File: src/design/sobel_edge_magnitude_normalizer_assert.svh
// ---------------------------------------------------------------------------
// Assertion macros for the Sobel edge magnitude normalizer
// Checks are clocked on clk and held off while rst is high.
// ---------------------------------------------------------------------------
`ifndef SOBEL_EDGE_MAGNITUDE_NORMALIZER_ASSERT_SVH
`define SOBEL_EDGE_MAGNITUDE_NORMALIZER_ASSERT_SVH

// cond implies prop in the same cycle
`define SEMN_ASSERT_NOW(label, cond, prop) \
  label: assert property (@(posedge clk) disable iff (rst) (cond) |-> (prop)) \
    else $error("semn same-cycle check failed");

// cond implies prop in the following cycle
`define SEMN_ASSERT_NEXT(label, cond, prop) \
  label: assert property (@(posedge clk) disable iff (rst) (cond) |=> (prop)) \
    else $error("semn next-cycle check failed");

`endif

File: src/design/semn_pkg.sv
// ---------------------------------------------------------------------------
// semn_pkg
// Types, constants and helpers shared by the Sobel edge normalizer modules.
// ---------------------------------------------------------------------------
package semn_pkg;

  localparam int MAX_WIDTH  = 512;
  localparam int MAX_HEIGHT = 512;
  localparam int DIM_W      = 10;
  localparam int COL_W      = $clog2(MAX_WIDTH);
  localparam int ROW_W      = $clog2(MAX_HEIGHT);
  localparam int ADDR_W     = 18;
  localparam int MAG_W      = 22;
  localparam int PIX_W      = 8;
  localparam int SQ_W       = 16;
  localparam int PROD_W     = 38;
  localparam int BIT_W      = 3;
  localparam int CFG_IDX_W  = 4;
  localparam int CFG_DATA_W = 10;

  localparam logic [CFG_IDX_W-1:0] REG_FRAME_WIDTH      = 4'd0;
  localparam logic [CFG_IDX_W-1:0] REG_FRAME_HEIGHT     = 4'd1;
  localparam logic [CFG_IDX_W-1:0] REG_BINARIZE_ENABLE  = 4'd2;
  localparam logic [CFG_IDX_W-1:0] REG_BINARY_THRESHOLD = 4'd3;

  localparam logic FUNC_LOAD = 1'b0;
  localparam logic FUNC_READ = 1'b1;

  localparam logic [DIM_W-1:0] DIM_LIMIT_W   = DIM_W'(MAX_WIDTH);
  localparam logic [DIM_W-1:0] DIM_LIMIT_H   = DIM_W'(MAX_HEIGHT);
  localparam logic [SQ_W-1:0]  NORM_SCALE    = 16'd65025;
  localparam logic [PIX_W-1:0] EDGE_FULL     = 8'd255;
  localparam logic [PIX_W-1:0] THRESH_RESET  = 8'd128;

  typedef struct packed {
    logic              func;
    logic [PIX_W-1:0]  pixel_value;
    logic [ADDR_W-1:0] read_index;
  } item_t;

  typedef struct packed {
    logic [PIX_W-1:0] edge_value;
    logic             frame_ready;
  } result_t;

  typedef struct packed {
    logic [DIM_W-1:0] width;
    logic [DIM_W-1:0] height;
    logic             binarize;
    logic [PIX_W-1:0] threshold;
  } cfg_t;

  typedef enum logic [2:0] {
    ST_IDLE,
    ST_SWEEP,
    ST_DRAIN,
    ST_RD_MUL,
    ST_SQ_MUL,
    ST_SQ_CMP,
    ST_RD_DONE
  } state_t;

  typedef struct packed {
    logic             lb_write;
    logic [COL_W-1:0] lb_col;
    logic [1:0]       slot;
    logic             rd_issue;
    logic [COL_W-1:0] rd_col;
    logic             rd_first;
    logic             rd_last;
    logic             has_above;
    logic             has_below;
    logic             frame_clear;
    logic             mag_read;
    logic             ready_flag;
    logic             lhs_load;
    logic             sq_mul;
    logic             sq_cmp;
    logic [BIT_W-1:0] sq_bit;
    logic             res_load;
  } cmd_t;

  typedef struct packed {
    logic pipe_busy;
    logic out_busy;
  } status_t;

  function automatic logic [1:0] slot_next(input logic [1:0] s);
    logic [1:0] r;
    case (s)
      2'd0:    r = 2'd1;
      2'd1:    r = 2'd2;
      default: r = 2'd0;
    endcase
    return r;
  endfunction

  function automatic logic [1:0] slot_prev(input logic [1:0] s);
    logic [1:0] r;
    case (s)
      2'd1:    r = 2'd0;
      2'd2:    r = 2'd1;
      default: r = 2'd2;
    endcase
    return r;
  endfunction

  function automatic logic [DIM_W-1:0] eff_dim(input logic [DIM_W-1:0] v,
                                               input logic [DIM_W-1:0] limit);
    logic [DIM_W-1:0] r;
    if (v == '0) begin
      r = DIM_W'(1);
    end else if (v > limit) begin
      r = limit;
    end else begin
      r = v;
    end
    return r;
  endfunction

endpackage

File: src/design/semn_ctrl.sv
// ---------------------------------------------------------------------------
// semn_ctrl
// Sequencer: frame position, row sweeps and the readout square-root steps.
// ---------------------------------------------------------------------------
module semn_ctrl (
  input  logic              clk,
  input  logic              rst,
  input  semn_pkg::item_t   item,
  input  logic              item_valid,
  output logic              item_ready,
  input  semn_pkg::cfg_t    cfg,
  input  logic              abandon,
  input  semn_pkg::status_t status,
  output semn_pkg::cmd_t    cmd
);

  semn_pkg::state_t state, state_next;

  logic [semn_pkg::COL_W-1:0] col;
  logic [semn_pkg::ROW_W-1:0] row;
  logic [1:0]                 slot;
  logic                       ready;
  logic [semn_pkg::DIM_W-1:0] k;
  logic [1:0]                 sw_center;
  logic                       sw_above;
  logic                       sw_below;
  logic                       pend;
  logic [1:0]                 pend_center;
  logic                       pend_above;
  logic [semn_pkg::BIT_W-1:0] bit_idx;

  logic accept, load, rd, row_end, need_prev, need_last, frame_start, sweep_end;

  assign accept      = item_valid && (state == semn_pkg::ST_IDLE);
  assign load        = accept && (item.func == semn_pkg::FUNC_LOAD);
  assign rd          = accept && (item.func == semn_pkg::FUNC_READ);
  assign row_end     = (semn_pkg::DIM_W'(col) + semn_pkg::DIM_W'(1)) >= cfg.width;
  assign need_prev   = (row != '0);
  assign need_last   = (semn_pkg::DIM_W'(row) + semn_pkg::DIM_W'(1)) >= cfg.height;
  assign frame_start = (row == '0) && (col == '0);
  assign sweep_end   = (k == cfg.width);

  always_ff @(posedge clk) begin
    if (rst) begin
      state   <= semn_pkg::ST_IDLE;
      col     <= '0;
      row     <= '0;
      slot    <= '0;
      ready   <= 1'b0;
      k       <= '0;
      pend    <= 1'b0;
      bit_idx <= '0;
    end else begin
      state <= state_next;
      if (abandon) begin
        col   <= '0;
        row   <= '0;
        slot  <= '0;
        ready <= 1'b0;
      end
      case (state)
        semn_pkg::ST_IDLE: begin
          if (load) begin
            if (frame_start) begin
              ready <= 1'b0;
            end
            if (row_end) begin
              col <= '0;
              k   <= '0;
              if (need_prev) begin
                sw_center   <= semn_pkg::slot_prev(slot);
                sw_above    <= (row >= semn_pkg::ROW_W'(2));
                sw_below    <= 1'b1;
                pend        <= need_last;
                pend_center <= slot;
                pend_above  <= 1'b1;
              end else begin
                sw_center <= slot;
                sw_above  <= 1'b0;
                sw_below  <= 1'b0;
                pend      <= 1'b0;
              end
              if (need_last) begin
                ready <= 1'b1;
                row   <= '0;
                slot  <= '0;
              end else begin
                row  <= row + semn_pkg::ROW_W'(1);
                slot <= semn_pkg::slot_next(slot);
              end
            end else begin
              col <= col + semn_pkg::COL_W'(1);
            end
          end
        end
        semn_pkg::ST_SWEEP: begin
          k <= k + semn_pkg::DIM_W'(1);
        end
        semn_pkg::ST_DRAIN: begin
          if (!status.pipe_busy && pend) begin
            pend      <= 1'b0;
            sw_center <= pend_center;
            sw_above  <= pend_above;
            sw_below  <= 1'b0;
            k         <= '0;
          end
        end
        semn_pkg::ST_RD_MUL: begin
          bit_idx <= semn_pkg::BIT_W'(7);
        end
        semn_pkg::ST_SQ_CMP: begin
          bit_idx <= bit_idx - semn_pkg::BIT_W'(1);
        end
        default: begin
        end
      endcase
    end
  end

  always_comb begin
    state_next = state;
    case (state)
      semn_pkg::ST_IDLE: begin
        if (load && row_end && (need_prev || need_last)) begin
          state_next = semn_pkg::ST_SWEEP;
        end else if (rd) begin
          state_next = semn_pkg::ST_RD_MUL;
        end
      end
      semn_pkg::ST_SWEEP: begin
        if (sweep_end) begin
          state_next = semn_pkg::ST_DRAIN;
        end
      end
      semn_pkg::ST_DRAIN: begin
        if (!status.pipe_busy) begin
          state_next = pend ? semn_pkg::ST_SWEEP : semn_pkg::ST_IDLE;
        end
      end
      semn_pkg::ST_RD_MUL: state_next = semn_pkg::ST_SQ_MUL;
      semn_pkg::ST_SQ_MUL: state_next = semn_pkg::ST_SQ_CMP;
      semn_pkg::ST_SQ_CMP: begin
        state_next = (bit_idx == '0) ? semn_pkg::ST_RD_DONE : semn_pkg::ST_SQ_MUL;
      end
      semn_pkg::ST_RD_DONE: begin
        if (!status.out_busy) begin
          state_next = semn_pkg::ST_IDLE;
        end
      end
      default: state_next = semn_pkg::ST_IDLE;
    endcase
  end

  always_comb begin
    cmd            = '0;
    cmd.lb_col     = col;
    cmd.slot       = (state == semn_pkg::ST_IDLE) ? slot : sw_center;
    cmd.rd_col     = k[semn_pkg::COL_W-1:0];
    cmd.rd_first   = (k == '0);
    cmd.rd_last    = sweep_end;
    cmd.has_above  = sw_above;
    cmd.has_below  = sw_below;
    cmd.ready_flag = ready;
    cmd.sq_bit     = bit_idx;
    item_ready     = 1'b0;
    case (state)
      semn_pkg::ST_IDLE: begin
        item_ready      = 1'b1;
        cmd.lb_write    = load;
        cmd.mag_read    = rd;
        cmd.frame_clear = abandon || (load && frame_start);
      end
      semn_pkg::ST_SWEEP:   cmd.rd_issue = 1'b1;
      semn_pkg::ST_RD_MUL:  cmd.lhs_load = 1'b1;
      semn_pkg::ST_SQ_MUL:  cmd.sq_mul   = 1'b1;
      semn_pkg::ST_SQ_CMP:  cmd.sq_cmp   = 1'b1;
      semn_pkg::ST_RD_DONE: cmd.res_load = !status.out_busy;
      default: begin
      end
    endcase
  end

endmodule

File: config.mk
export PLATFORM = sky130hd
export DESIGN_NAME = semn_ctrl
export DESIGN_NICKNAME = d
export VERILOG_FILES = /design/src/design/sobel_edge_magnitude_normalizer_assert.svh /design/src/design/semn_pkg.sv /design/src/design/semn_ctrl.sv
export SDC_FILE = /design/constraint.sdc
export NUM_CORES = 1
export LEC_CHECK = 0
export ABC_AREA = 1
export BUFFER_PORTS_ARGS = -buffer_cell sky130_fd_sc_hd__buf_2
export CAP_MARGIN = 20
export CORE_ASPECT_RATIO = 1.4
export CORE_MARGIN = 5
export CORE_UTILIZATION = 47
export CTS_CLUSTER_SIZE = 40
export DETAILED_ROUTE_END_ITERATION = 10
export PLACE_DENSITY = 0.82
export SLEW_MARGIN = 30
export SYNTH_ARGS = -nofsm -noshare
export SYNTH_HDL_FRONTEND = slang
export SYNTH_SLANG_ARGS = --single-unit
File: constraint.sdc
create_clock -name clk -period 2.8 [get_ports clk]
set_input_delay 0.14 -clock clk [delete_from_list [all_inputs] [get_ports clk]]
set_output_delay 0.14 -clock clk [all_outputs]
set_load 0.005 [all_outputs]
* After elaboration in Yosys (flattened, before gate mapping)
Cells that the tools add are included.
Storage, ports and cells: register bits 44, latch bits 0, memory bits (writable) 0, memory bits (read-only) 0, output and inout port bits 37, logic and storage cells 129, memories 0
Cells by class: $add $sub $neg 6, $mul 0, divide/modulo/power cells 0, magnitude comparators 3, equal/unequal tests 16, shift operators 0, mux-type cells 63, bitwise operators 2, reduce and logical (&&, ||, !) cells 27
Operators with widths (count):
- 9-bit two-way mux | 9
- 10-bit two-way mux | 3
- 10-bit case mux with 3 select lines | 1
- 1-bit two-way mux | 25
- 2-bit two-way mux | 12
- 3-bit case mux with 7 select lines | 1
- 9-bit by 1-bit adder with 10-bit output, second input constant | 2
- 10-bit >= comparator | 2
- 9-bit by 1-bit adder with 9-bit output, second input constant | 2
- 9-bit logical NOT | 2
- 3-bit two-way mux | 5
- 2-bit != test, second input constant | 6
- 2-bit case mux with 2 select lines | 3
- 4-bit AND reduction | 3
- 10-bit by 1-bit adder with 10-bit output, second input constant | 1
- 10-bit equality test | 1
- 10-bit logical NOT | 1
- 5-bit AND reduction | 2
- 3-bit equality test, second input constant | 3
- 9-bit by 2-bit >= comparator with 1-bit output, second input constant | 1
- 9-bit nonzero test | 1
- 1-bit logical AND | 8
- 3-bit by 2-bit equality test with 1-bit output, second input constant | 2
- 3-bit logical NOT | 2
- 13 further kinds | 19

* Depth between registers and ports, before layout
Gate-level depths: netlist of the first run.
word-level depth 7, mapped depth 20, depth with buffers taken out 20

* Least setup slack after synthesis of the first run
No wires, ideal clock.
path type register -> register, start register col[0] (netlist bit), end register sw_above (enable), arrival time 2.413 ns, setup slack 0.057 ns, stages on the path, launching flop included 18, buffers on the path 0, period minus slack after synthesis 2.743 ns, cell sequence dfxtp_1 -> ha_1 -> nand2_1 -> inv_1 -> nand3_1 -> nor2_1 -> nand3_1 -> xor2_1 -> inv_1 -> ha_1 -> nand2_1 -> nor2_1 -> nand3_1 -> nand3_1 -> nand2_4 -> nand2_2 -> nand3_1 -> nor2_1
On the way: longest elaborated chain between the ends 4
Ends and longest elaborated chain:
- start, declared | line semn_ctrl.sv:19 | logic [semn_pkg::COL_W-1:0] col;
- start signal, assigned | line semn_ctrl.sv:92 | col <= col + semn_pkg::COL_W'(1);
- 9-bit by 1-bit adder with 10-bit output | line semn_ctrl.sv:37 | assign row_end = (semn_pkg::DIM_W'(col) + semn_pkg::DIM_W'(1)) >= cfg.width;
- 10-bit >= comparator | line semn_ctrl.sv:37
- 2-bit != test (no line)
- 5-bit AND reduction (no line)
- end signal, assigned | line semn_ctrl.sv:72 | sw_above <= (row >= semn_pkg::ROW_W'(2));
- end signal, assigned | line semn_ctrl.sv:103 | sw_above <= pend_above;
- end, declared | line semn_ctrl.sv:25 | logic sw_above;
Every way passes these cells. A chain may end at the register's enable or synchronous reset.

* Worst setup path after layout of the first run
start register col[0] (netlist bit), end register sw_center[1] (enable)
On the way: longest elaborated chain between the ends 4
Ends and longest elaborated chain:
- 9-bit by 1-bit adder with 10-bit output | line semn_ctrl.sv:37
- 10-bit >= comparator | line semn_ctrl.sv:37
- 2-bit != test (no line)
- 5-bit AND reduction (no line)
- end signal, assigned | line semn_ctrl.sv:71 | sw_center <= semn_pkg::slot_prev(slot);
- end signal, assigned | line semn_ctrl.sv:78 | sw_center <= slot;
- end signal, assigned | line semn_ctrl.sv:102 | sw_center <= pend_center;
- end, declared | line semn_ctrl.sv:24 | logic [1:0] sw_center;
Every way passes these cells.

==> summary.md, run 1 <==
| Metric | Value |
|---|---|
| Status | finished, final reports clean |
| Fmax achieved | 0.383 GHz |
| Diodes inserted | 0 |
| FILL cells | between 600 and 700 |
| I/O Pins | a little under 100 |
| Final setup viols | 0 |
| CTS Hold Bufs | 0 |
| Drt first pass iters | 4 |
| Largest net degree at the start of global routing | 39 |
| Final Cycle Share | 0.933 |
| Initial Util | 0.480 |
| Max Cap Violations | 0 |
| HP Class | primary input to flop |
| CP Data Arrival Time | 2630 ps |
| Cts bufs inserted | 5 |
| Die W | just over 80 µm |
| GRT overflow | 0 |
| Synth area leader | dfxtp_1 |
| Vias | ~3300 |
| Worst-margin pin slew | about 760 ps |
| Post-Route Setup TNS | 0 ps |
| Critical path launch point type | flop |
| Crit path required time | between 2000 and 3000 ps |
| Area growth syn-to-layout | 16.3% |
| WL final | roughly 8400 µm |
| # clock sinks | 44 |
| Antenna viol nets, final | 0 |
| Die area | a little under 0.009 mm² |
| First-pass GRT wire length | 13400 µm |
| Nets | ~650 |
| Clock root buffer | clkbuf_8 |
| Die Y | about 110 µm |
| Synth async-reset ratio | 0 |
| DRC Markers | 0 |
| Crit path kind | flop to flop |
| Pwr dens | approximately 460 mW/mm² |
| Avg WL per Cell | 12.9 µm |
| Critical Path End Type | flop |
| Synth top cells by count | 118 x nand2_1, 84 x inv_1, 40 x a21oi_1 |
| Sequential-to-total area share from yosys stat | 0.283 |
| Slew headroom | 0.492 |
| WHS | approximately 190 ps |
| Synth Net Count | around 590 |
| Layout cells sized above 1 | 0.211 |
| Synth Register Bits | 44 |
| Core area | approximately 0.0069 mm² |
| Synth top area share | 0.229 |
| Top_reg_cell synth | dfxtp_1 |
| Post-route cell area | 0.00387 mm² |
| Most common cell in the netlist | nand2_1 |
| Syn Area/Cell | ~6.7 µm² |
| Synthesized cell area | roughly 0.0033 mm² |
| Routability Congestion | roughly 0.85 |
| Post-DR vias/cell | between 5 and 6 |
| Tot GR Track Use | 0.190 |
| VDD IR-drop max | 0.242 mV |
| Rows | 36 |
| IO Port Bufs | 63 |
| Critical path fanouts, max | 4 |
| Htree depth | 2 |
| Post-DP HPWL | 6470 µm |
| DP Area | approximately 0.0037 mm² |
| Leak | 1.95 nW |
| CTS tree | built |
| EDFF count, synth | 6 |
| Max Buffers Root-to-Sink | 2 |
| Initial antenna violation count | 0 |
| Vias in the first global route | between 3000 and 4000 |
| Final worst path period need | 2610 ps |
| Slew Limit Fails | 0 |
| Synth area leaders | dfxtp_1 23%, nand2_1 13%, ha_1 12%, inv_1 9.5%, a21oi_1 6.0% |
| Post-CTS setup repair buffer count | 0 |
| DR iter-0 viols | 143 |
| Clk_skew | between 15 and 20 ps |
| Clock transition at path regs | approximately 90 ps |
| Fin. Hold Viols | 0 |
| Clk_lat worst skew | 310 ps |
| Post-Syn Instances | 497 |
| YS warnings | 0 |
| Unique masters post-synth | 34 |
[power breakdown]
part / internal (mW) / switching, mW
Clock: 0.175 / 0.229
Sequential: 0.698 / 0.0569
Combinational: 0.230 / 0.389
[layout by cell type, fill, tap and decap left out, types with 3 or more instances in the layout]
master,n
nand3_1,29
inv_1,83
ha_1,31
edfxtp_1,6
o21ai_0,16
buf_2,63
nand2_2,4
dfxtp_2,3
nand3_2,7
nand2_1,116
dfxtp_1,35
xor2_1,16
or2_2,4
a21oi_1,39
nor4_1,5
inv_2,4
clkbuf_8,5
nor3_1,9
nor2_2,3
nor2_4,6
nor2_1,35
buf_4,6
nand4_1,6
[timing repair]
item / in CTS / in global routing
hold endpoints to repair: 0 / 0
pin swaps: 1 / 7
gates resized for setup: 1 / 26
setup endpoints to repair: 17 / 37
gates cloned: 1 / 0
[critical path, cell delays in order (launching register included)]
cell,delay [ps]
dfxtp_2,370
ha_4,140
nand2_1,80
inv_2,70
nand3_2,90
nor2_4,150
nand3_2,80
xor2_1,140
inv_1,70
ha_1,290
nand2_2,70
nor2_2,100
nand3_1,90
nand3_2,110
nand2_4,70
nand2_2,90
nand3_2,70
nor2_1,90
buf_4,150
[flip-flops by register name, indices dropped and copies added (netlist names)]
name         flops
k               10
col              9
row              9
bit_idx          3
state            3
pend_center      2
slot             2
sw_center        2
pend             1
ready            1
sw_above         1
sw_below         1
[layout make-up]
class,instances,area (µm²),share of cell area
Multi-Input combinational cell,344,2010,0.519
Sequential cell,44,945,0.244
Timing Repair Buffer,71,387,0.0999
Inverter,87,327,0.0844
Tap cell,95,119,0.0307
Clock buffer,6,72.6,0.0188
Clock inverter,2,12.5,0.00323
[routing by layer]
layer / track usage / vias to the layer above / wire length (µm)
met3: 0.0279 / 13 / 387
li1: - / 1686 / -
met1: 0.206 / 1545 / 3280
met4: 0.0688 / 0 / 157
met5: 0 / - / 0
met2: 0.364 / 88 / 4530
[worst paths after layout]
check,startpoint,to,slack [ps],depth (start not counted)
worst min register to register,bit_idx[0],bit_idx[0],480,1
worst max-delay path,col[0],sw_center[1],190,18
worst max register to register,col[0],sw_center[1],190,18
worst min-delay path,status[0],state[2],190,3
[per-stage QoR]
step	setup WS, ps	util	power [mW]	instances
floorplan	57.4	-	1.16	497
global placement	142	0.530	1.36	640
detailed placement	-4.67	0.530	1.37	640
CTS	2.02	0.543	1.78	649
global route	-48.3	0.558	1.90	649
finish	187	0.558	1.78	649
[logic make-up after synthesis]
family,synth area share
XOR/XNOR,0.0421
adder cells (fa/ha/maj),0.120
AND/OR/NAND/NOR,0.307
AO/OA/AOI/OAI,0.106
flip-flops,0.283
buffers and inverters,0.142
No activity file was read; power rests on OpenSTA's default activity.
==> run 2, diff against run 1 <==
Settings changed: BUFFER_PORTS_ARGS -buffer_cell sky130_fd_sc_hd__buf_2 to default, CORE_UTILIZATION 47 to 58, DONT_BUFFER_PORTS from default to 1, PLACE_DENSITY 0.82 to 0.81.
==> run 2 against run 1 <==
Die area decreased by 17%; count of clock-buffer cells in the layout down 1; power decreased by 0.47%; critical path depth unchanged; worst setup slack worse by 52 ps; clock power rose by 22%; via count fell by 9.2%; critical endpoint is now sw_center[0]; largest cell class unchanged.
==> summary.md, run 2 (synthesized netlist as in run 1, its figures left out) <==
| Metric | Value |
|---|---|
| Status | finished, final reports clean (unchanged) |
| Antenna viol nets, final | 0 (unchanged) |
| Crit path required time | 2820 ps (about the same) |
| Commonest non-fill, non-tap cell in the layout | nand2_1 (unchanged) |
| Worst path top cell family by delay | simple AND/OR/NAND/NOR gates (unchanged) |
| Largest register FFs | 10 (unchanged) |
| Rows | 32 (was 36) |
| Clk_skew | 7.20 ps (was 17.7 ps) |
| Hold depth | 2 (was 3) |
| Post-DP HPWL | 5850 µm (was 6470 µm) |
| Worst-margin pin slew | 462 ps (was 762 ps) |
| Diodes inserted | 0 (unchanged) |
| Clock transition at path regs | 90 ps (about the same) |
| Fmax achieved | 0.375 GHz (was 0.383 GHz) |
| WL final | 7810 µm (was 8360 µm) |
| Avg WL per Cell | 13.9 µm (was 12.9 µm) |
| Routability Congestion | 0.886 (was 0.849) |
| Final Util | 0.640 (was 0.558) |
| Final Cycle Share | 0.952 (was 0.933) |
| Vias | 3024 (was 3332) |
| Post-route cell area | 0.00356 mm² (was 0.00387 mm²) |
| Top reg by flops | k (unchanged) |
| Vias in the first global route | 2893 (was 3049) |
| I/O Pins | 99 (unchanged) |
| Reg2Reg Depth | 18 (unchanged) |
| Slowest cell on crit path | dfxtp_2 (unchanged) |
| Critical path launch point type | flop (unchanged) |
| Final setup viols | 0 (unchanged) |
| Cell chain of the critical path | ha_2 > nand2_1 > inv_1 > nand3_1 > nor2_2 > nand3_1 > xor2_1 > inv_1 > ha_4 > nand2_2 > nor2_2 > nand3_1 > nand3_2 > nand2_4 > nand2_4 > nand3_2 > nor2_1 > buf_4 (was ha_4 > nand2_1 > inv_2 > nand3_2 > nor2_4 > nand3_2 > xor2_1 > inv_1 > ha_1 > nand2_2 > nor2_2 > nand3_1 > nand3_2 > nand2_4 > nand2_2 > nand3_2 > nor2_1 > buf_4) |
| Post-DR vias/cell | 5.37 (was 5.13) |
| Final worst path period need | 2670 ps (was 2610 ps) |
| CP Data Arrival Time | 2690 ps (was 2630 ps) |
| Regs by FF count | k (10), col (9), row (9) (unchanged) |
| CTS tree | built (unchanged) |
| Layout cells sized above 1 | 0.105 (was 0.211) |
| Die W | 74.0 µm (was 81.1 µm) |
| Leak | 1.70 nW (was 1.95 nW) |
| Crit path kind | flop to flop (unchanged) |
| Slew Limit Fails | 0 (unchanged) |
| Max Cap Violations | 0 (unchanged) |
| First-pass GRT wire length | 12700 µm (was 13400 µm) |
| Commonest non-fill, non-tap cells in the layout | 117 x nand2_1, 84 x inv_1, 39 x a21oi_1, 36 x nor2_1, 35 x dfxtp_1 (was 116 x nand2_1, 83 x inv_1, 63 x buf_2, 39 x a21oi_1) |
| Critical Path End Type | flop (unchanged) |
| HP Class | primary input to flop (unchanged) |
| Most frequent CP cell | nand3_1 (was nand3_2) |
| Area growth syn-to-layout | 7.07% (was 16.3%) |
| IO Port Bufs | 0 (was 63) |
| GRT overflow | 0 (unchanged) |
| # clock sinks | 44 (unchanged) |
| FILL cells | 481 (was 656) |
| VDD IR-drop max | 0.368 mV (was 0.242 mV) |
| DP Area | 0.00332 mm² (was 0.00368 mm²) |
| DRC Markers | 0 (unchanged) |
| Critical path fanouts, max | 5 (was 4) |
| Initial Util | 0.598 (was 0.480) |
| Htree depth | 2 (unchanged) |
| Pwr dens | 497 mW/mm² (was 460 mW/mm²) |
| Largest net degree at the start of global routing | 36 (was 39) |
| Cell depth of the worst setup path | 18 (unchanged) |
| Initial antenna violation count | 0 (unchanged) |
| Tot GR Track Use | 0.215 (was 0.190) |
| Slew headroom | 0.690 (was 0.492) |
| Clock root buffer | clkbuf_8 (unchanged) |
| Drt first pass iters | 5 (was 4) |
| Fin. Hold Viols | 0 (unchanged) |
| Largest stage delay, worst path | 340 ps (was 370 ps) |
| Power consumption | 1.77 mW (was 1.78 mW) |
| Max Buffers Root-to-Sink | 2 (unchanged) |
| Nets | 588 (was 647) |
| Clk_lat worst skew | 290 ps (was 310 ps) |
| Cts bufs inserted | 5 (unchanged) |
| Die Y | 99.6 µm (was 110 µm) |
| Core area | 0.00557 mm² (was 0.00694 mm²) |
| Die area | 0.00737 mm² (was 0.00889 mm²) |
| Buf+Inv Stages, Crit Path | 3 (unchanged) |
| DR iter-0 viols | 164 (was 143) |
## run 2: changes by cell type in the layout (fill, tap and decap cells not counted), sizes merged
cell and delta:
buf -59, clkinvlp -1, clkbuf -1, clkinv +1, bufinv +1
## run 2: cell type report
class / count / area [µm²] / share of cell area
Tap cell: 68 / 85.1 / 0.0239
Inverter: 87 / 327 / 0.0917
Sequential cell: 44 / 945 / 0.265
Timing Repair Buffer: 12 / 115 / 0.0323
Clock inverter: 3 / 42.5 / 0.0119
Multi-Input combinational cell: 344 / 1980 / 0.556
Clock buffer: 5 / 68.8 / 0.0193
## run 2: power breakdown
group          internal (mW)  switching, mW
Sequential             0.698         0.0583
Clock                  0.265          0.226
Combinational          0.169          0.354
Total                   1.13          0.639
## run 2: what timing repair did
action | in CTS | in global routing
buffers inserted | 0 | 4
gates resized for setup | 1 | 18
pin swaps | 1 | 3
setup endpoints to repair | 6 | 37
hold buffers | 1 | 0
gates cloned | 1 | 0
endpoints found under the hold margin | 35 | 0
## run 2: metrics by stage
stage / std cells / hold slack [ps] / worst slack [ps] / TNS (ps)
floorplan: 497 / 315 / 57.4 / 0
finish: 563 / 43.8 / 135 / 0
CTS: 559 / 32.8 / 8.29 / 0
global placement: 549 / 213 / 62.2 / 0
detailed placement: 549 / 215 / 0.311 / 0
global route: 563 / 47.0 / -41.0 / -195
## run 2: routing by layer
layer / global-route usage / routed length (µm)
met1: 0.229 / 3120
met2: 0.389 / 4010
met3: 0.0566 / 494
met4: 0.0837 / 193
met5: 0 / 0
## run 2: worst paths after layout
kind	from	to	slack, ps
hold / removal	status[0]	state[2]	40
setup / recovery	col[1]	sw_center[0]	130
hold reg to reg	bit_idx[2]	bit_idx[2]	500
setup reg to reg	col[1]	sw_center[0]	130
